[src/design/rlbt_pkg.sv]
// Shared types and codes for the run-length bitset table.
// Holds the cell command codes, the per-cell flag struct and default sizes.
// No dependencies.
`default_nettype none

package rlbt_pkg;

    localparam int DEPTH_DEF    = 64;
    localparam int POS_BITS_DEF = 32;
    localparam int IN_POS_W     = 32;
    localparam int EXT_POS_W    = 64;

    localparam logic KIND_READ = 1'b0;
    localparam logic KIND_SET  = 1'b1;

    localparam logic ST_DONE = 1'b0;
    localparam logic ST_FULL = 1'b1;

    typedef logic [2:0] t_cmd;
    localparam t_cmd CMD_HOLD = 3'd0;   // keep everything
    localparam t_cmd CMD_CMP  = 3'd1;   // compare stored pair against position
    localparam t_cmd CMD_INS  = 3'd2;   // open a new pair at the position
    localparam t_cmd CMD_MRG  = 3'd3;   // join the first two touched runs
    localparam t_cmd CMD_FIX  = 3'd4;   // widen the single touched run

    typedef struct packed {
        logic below;    // run ends before the position
        logic touch;    // run overlaps or abuts [p, p+1)
        logic hit;      // position lies inside the run
    } t_cell_flags;

endpackage

`default_nettype wire

[src/design/rlbt_cell.sv]
// One cell of the boundary chain: holds one run of ones as a start/end pair.
// Compares against the position, then shifts, inserts or merges with neighbors.
// Depends on rlbt_pkg.
`default_nettype none

module rlbt_cell
    import rlbt_pkg::*;
#(
    parameter int POS_BITS = POS_BITS_DEF
) (
    input  wire logic                i_clk,
    input  wire t_cmd                i_cmd,
    input  wire logic                i_vld,
    input  wire logic [POS_BITS-1:0] i_p,
    input  wire logic [POS_BITS-1:0] i_q,
    input  wire t_cell_flags         i_prev_flags,
    input  wire logic [POS_BITS-1:0] i_prev_lo,
    input  wire logic [POS_BITS-1:0] i_prev_hi,
    input  wire logic [POS_BITS-1:0] i_next_lo,
    input  wire logic [POS_BITS-1:0] i_next_hi,
    output t_cell_flags              o_flags,
    output logic [POS_BITS-1:0]      o_lo,
    output logic [POS_BITS-1:0]      o_hi
);

    logic [POS_BITS-1:0] r_lo, r_hi;
    logic [POS_BITS-1:0] n_lo, n_hi;
    t_cell_flags         r_flags;
    t_cell_flags         n_flags;
    logic                w_end_below;
    logic                w_is_first;
    logic                w_past_first;

    assign w_end_below  = r_hi < i_p;
    // first run not ending before p; the previous cell tells us where that is
    assign w_is_first   = !r_flags.below && i_prev_flags.below;
    assign w_past_first = !i_prev_flags.below;

    always_comb begin
        n_lo    = r_lo;
        n_hi    = r_hi;
        n_flags = r_flags;
        unique case (i_cmd)
            CMD_HOLD: begin
            end
            CMD_CMP: begin
                n_flags.below = i_vld && w_end_below;
                n_flags.touch = i_vld && (r_lo <= i_q) && !w_end_below;
                n_flags.hit   = i_vld && (r_lo <= i_p) && (i_p < r_hi);
            end
            CMD_INS: begin
                if (w_is_first) begin
                    n_lo = i_p;
                    n_hi = i_q;
                end else if (w_past_first) begin
                    n_lo = i_prev_lo;
                    n_hi = i_prev_hi;
                end
            end
            CMD_MRG: begin
                if (w_is_first) begin
                    n_hi = i_next_hi;
                end else if (w_past_first) begin
                    n_lo = i_next_lo;
                    n_hi = i_next_hi;
                end
            end
            CMD_FIX: begin
                if (r_flags.touch) begin
                    n_lo = (i_p < r_lo) ? i_p : r_lo;
                    n_hi = (i_q > r_hi) ? i_q : r_hi;
                end
            end
            default: begin
            end
        endcase
    end

    always_ff @(posedge i_clk) begin
        r_lo    <= n_lo;
        r_hi    <= n_hi;
        r_flags <= n_flags;
    end

    assign o_flags = r_flags;
    assign o_lo    = r_lo;
    assign o_hi    = r_hi;

endmodule

`default_nettype wire

[config.mk]
export PLATFORM = sky130hd
export DESIGN_NAME = rlbt_cell
export DESIGN_NICKNAME = d
export VERILOG_FILES = /design/src/design/rlbt_pkg.sv /design/src/design/rlbt_cell.sv
export SDC_FILE = /design/constraint.sdc
export NUM_CORES = 1
export LEC_CHECK = 0
export BUFFER_PORTS_ARGS = -buffer_cell sky130_fd_sc_hd__buf_2
export CAP_MARGIN = 5
export CORE_AREA = 2 2 121 123
export CTS_CLUSTER_SIZE = 25
export DETAILED_ROUTE_END_ITERATION = 6
export DIE_AREA = 0 0 123 125
export PLACE_DENSITY = 0.81
export SYNTH_ARGS = -nofsm -noshare
export SYNTH_HDL_FRONTEND = slang
export SYNTH_SLANG_ARGS = --single-unit
[constraint.sdc]
create_clock -name i_clk -period 6.5 [get_ports i_clk]
set_input_delay 0.325 -clock i_clk [delete_from_list [all_inputs] [get_ports i_clk]]
set_output_delay 0.325 -clock i_clk [all_outputs]
set_load 0.02 [all_outputs]
# Word level (Yosys, flattened, before mapping)
# Cells that the tools add are included.
# W data, S select, Z words.
# word_totals
register_bits	67
latch_bits	0
mem_bits_rw	0
mem_bits_ro	0
inputBits	200
elab_cells	47
memories	0
# op_classes
n_addsub	0
n_mul	0
div	0
magnitude_cmp	6
eq_ne	11
shifts	0
muxes	14
bitwise_logic	0
reduce_logical	11
# op_table
op	n
$mux W32	12
$pmux W32 S3	2
$lt A32 B32 Y1	3
$le A32 B32 Y1	2
$gt A32 B32 Y1	1
$ne A2 B2 Y1 const B	5
$eq A3 B2 Y1 const B	2
$logic_and A1 B1 Y1	6
$ne A3 B3 Y1 const B	2
$reduce_and A6 Y1	1
$reduce_and A5 Y1	1
$eq A3 B1 Y1 const B	1
$eq A3 B3 Y1 const B	1
$reduce_bool A3 Y1	1
$logic_not A1 Y1	2

# Logic depth before layout (Yosys ltp)
# logic_depth
ltp_word	4
ltp_mapped	8
mapped_depth_nobuf	8

# Worst setup path after synthesis
# Ideal clock, no wire load.
# synth_path
path_kind	register to register
startpoint	register r_lo[14], in the netlist o_lo[14]
endpoint	register r_lo[0], in the netlist o_lo[0], enable pin
setup_time_ps	474
arrival_time_ps	4210
required_time_ps	6026
slack_ps	1815
path_stages_with_launch	9
path_buffers	0
period_less_slack_ps	4685
path_cell_list	edfxtp_1 -> inv_1 -> ha_1 -> a21oi_1 -> nand2_1 -> a221o_1 -> a211o_1 -> a21o_1 -> a221oi_1
# synth_via
elab_chain_cells	3
# synth_lines
element	line_no	text
start: declaration	rlbt_cell.sv:26	logic [POS_BITS-1:0] r_lo, r_hi;
start signal: assignment	rlbt_cell.sv:80	r_lo <= n_lo;
$lt A32 B32 Y1	rlbt_cell.sv:70	n_lo = (i_p < r_lo) ? i_p : r_lo;
$ne A2 B2 Y1 (no line)	n/a	
$reduce_and A6 Y1 (no line)	n/a	
# Every way passes these cells.
# A chain may end at the register's enable or synchronous reset.

# Worst setup path in the final report
# layout_path
startpoint	register r_lo[7], in the netlist o_lo[7]
endpoint	register r_lo[7], in the netlist o_lo[7], enable pin
# The elaborated chain is that of the path after synthesis.

==> qor.csv <==
metric,value,unit
Routed Antenna Nets,0,
global-route wire length before repair,30400,microns
antenna cell count,0,
detail-routed via count per cell,5.70,
via count of the first global-routing pass,5949,
worst-path cell with the longest stage delay,sky130_fd_sc_hd__a221oi_4,
share of synthesized area occupied by flip-flops and latches,32.6,%
clock slew at reported path FFs,0.05,ns
CTS Root Buffer Type,sky130_fd_sc_hd__clkbuf_16,
fraction of synthesized cell area taken by the top area cell type,32.6,%
relative contribution of the clock network to total power,30.9,%
synth-to-layout area growth,29.2,%
"top library cells by usage in the layout, fill and taps aside","sky130_fd_sc_hd__buf_2 (264), sky130_fd_sc_hd__inv_1 (164), sky130_fd_sc_hd__ha_1 (128)",
remaining routing DRC violations,8,
overall die area,15400,sq um
Final setup violation count,0,
internal power consumption,0.944,mW
number of hold violations in the final report,0,
endpoint type of the worst setup path,flip-flop,
number of clock sinks seen by CTS,67,
LEAKAGE,4.32,nW
number of post-CTS setup repair buffers,0,
number of enable flip-flop cells after synthesis,67,
Overflow after GRT,0,
Fillers,1287,
area inside the core boundary,14200,sq um
switching power,0.457,mW
failing checks,design-rule violations,
total power consumption of the routed design,1.40,mW
number of instances in the synthesized netlist,658,
design area,7980,sq um
pin count of the biggest net entering global routing,53,
routed length per placed instance,18.0,microns
total number of vias,6296,
DP HPWL,16200,microns
min setup slack post-route,3.26,ns
largest incremental delay on the critical path,0.55,ns
"non-filler cells, final",1105,
post-layout utilization of the core,56.2,%
routability-driven placement congestion ratio,0.884,
clock tree buffer depth,2,
Yosys cell types,42,
H-tree depth,3,
Mapped Area,6180,sq um
"flops & latches, synth",67,
router iterations before antenna repair,7,
net count of the finished layout,1246,
average cell area after synthesis,9.39,sq um
"leading cell type in the layout, fill and taps excluded",sky130_fd_sc_hd__buf_2,
pwr/cell area,176,nW/um^2
number of placed instances with taps included,1091,
combinational power share,31.0,%
setup skew after layout,0.00732,ns
Final min period,3.24,ns
max-capacitance violation count,0,
CTS tree,done,
status,"finished, violations left",
Total Wirelength,19900,microns
setup slack on the worst flop-to-flop path,3.26,ns
worst min-delay path class,input port to flip-flop,
critical path cell sequence,inv_1 > ha_1 > a21oi_1 > o21ai_0 > a221o_1 > a211o_1 > a21o_1 > a221oi_4 > buf_4,
Ys Warns,0,
number of antenna violations at the first check in global routing,0,
worst slew margin relative to its limit,40.3,%
sw frac,32.6,%
global routing usage summed across all routing layers,25.6,%
number of nets produced by synthesis,986,
number of hold buffers added after cts,0,
upper clock frequency limit,309,MHz
critical path start-end classification,flip-flop to flip-flop,
required time of the critical path,6.49,ns
final setup TNS,0,ns
TritonCTS buffer count,9,
slew at the pin closest to its max-slew limit,0.892,ns
RSZ-0062 raised after global routing,no,
post-CTS sizing,0,
element type at the critical path start,flip-flop,
asr flop ratio synth,0,%
die extent in x,123,microns
fraction of the cycle the final worst path needs,49.8,%
critical path peak fanout,24,
number of buffers inserted by port buffering,264,
Die Span Y,125,microns
Max IR drop VDD,0.107,mV
area taken by multi-input logic gates,3510,sq um
total cell area at the placement stage,7730,sq um
initial detailed-routing violation count,682,
"Top FF cell, synth",sky130_fd_sc_hd__edfxtp_1,
count of pins on the block boundary,267,
largest cells by area after synthesis,"sky130_fd_sc_hd__edfxtp_1 (33%), sky130_fd_sc_hd__ha_1 (26%), sky130_fd_sc_hd__a222oi_1 (10%)",
worst setup timing slack at the placement stage,3.21,ns
storage element area,2010,sq um
Worst Hold Slack,0.261,ns
cell taking the most area after synthesis,sky130_fd_sc_hd__edfxtp_1,
ratio of cells with drive above 1 in the final layout,31.7,%
sequential power share,38.0,%
arrival time at the worst endpoint,3.23,ns
starting density of the core,43.5,%
site row count,44,
clk_lat worst skew,0.34,ns
max-slew violation total from the final report,0,
synthesized netlist by cell type, types with 3 or more instances:
master / n
sky130_fd_sc_hd__ha_1: 128
sky130_fd_sc_hd__nand2_1: 31
sky130_fd_sc_hd__o211ai_1: 4
sky130_fd_sc_hd__clkbuf_1: 15
sky130_fd_sc_hd__nor2_1: 10
sky130_fd_sc_hd__nor2b_1: 4
sky130_fd_sc_hd__a222oi_1: 64
sky130_fd_sc_hd__o211a_1: 3
sky130_fd_sc_hd__nand3_1: 15
sky130_fd_sc_hd__nand2b_1: 4
sky130_fd_sc_hd__edfxtp_1: 67
sky130_fd_sc_hd__buf_1: 4
sky130_fd_sc_hd__nor3b_1: 3
sky130_fd_sc_hd__nand4_1: 27
sky130_fd_sc_hd__inv_1: 164
sky130_fd_sc_hd__a21oi_1: 49
sky130_fd_sc_hd__nor3_1: 5
sky130_fd_sc_hd__a21o_1: 7
sky130_fd_sc_hd__o21ai_0: 11
sky130_fd_sc_hd__nor4_1: 6
sky130_fd_sc_hd__and3_1: 3
sky130_fd_sc_hd__a221oi_1: 4
cells by family after synthesis:
group	count (synthesis)	share of synthesized area [%]
buf+inv	186	11.3
simple gates	113	9.64
compound gates	164	20.5
fa+ha+maj	128	25.9
flops	67	32.6
power by group through the flow:
stage / clock network (mW) / logic, mW / registers (mW)
final: 0.434 / 0.435 / 0.533
after floorplan: 0 / 0.219 / 0.572
after detailed placement: 0 / 0.428 / 0.542
after global routing: 0.453 / 0.486 / 0.536
after CTS: 0.441 / 0.433 / 0.533
after global placement: 0 / 0.413 / 0.541
metal layers:
metal	up-vias	share of wire [%]	GRT usage, %	routed length (microns)
met1	2941	44	35.0	8750
met5	-	0	0	0
met2	316	47	41.9	9350
met3	29	7.4	3.38	1470
li1	3010	-	-	-
met4	0	1.8	7.75	363
flip-flops by register name, summed over array words and instances (netlist names):
register / flops
o_hi: 32
o_flags: 3
o_lo: 32
final cells by class:
type                       count  area share, %
clock buffer                  10           2.87
clock inverter                 4          0.251
inverter                     165           7.76
multi-input combinational    405           43.9
sequential                    67           25.2
tap                          184           2.88
timing repair buffer         270           17.1
critical path: cells and delay by family, from the launching register on:
| kind | cells | cell delay, ns |
|---|---|---|
| compound gates | 6 | 1.64 |
| buf+inv | 2 | 0.56 |
| flops | 1 | 0.44 |
| fa+ha+maj | 1 | 0.23 |
worst paths after layout:
path / start / endpoint / cells after the start
max: o_lo[7]$_DFFE_PP_ / o_lo[7]$_DFFE_PP_ / 9
min: i_prev_lo[29] / o_lo[29]$_DFFE_PP_ / 3
max reg2reg: o_lo[7]$_DFFE_PP_ / o_lo[7]$_DFFE_PP_ / 9
min reg2reg: o_lo[0]$_DFFE_PP_ / o_flags[0]$_DFFE_PN_ / 5
Note: power is estimated with default switching activity, not from simulation.
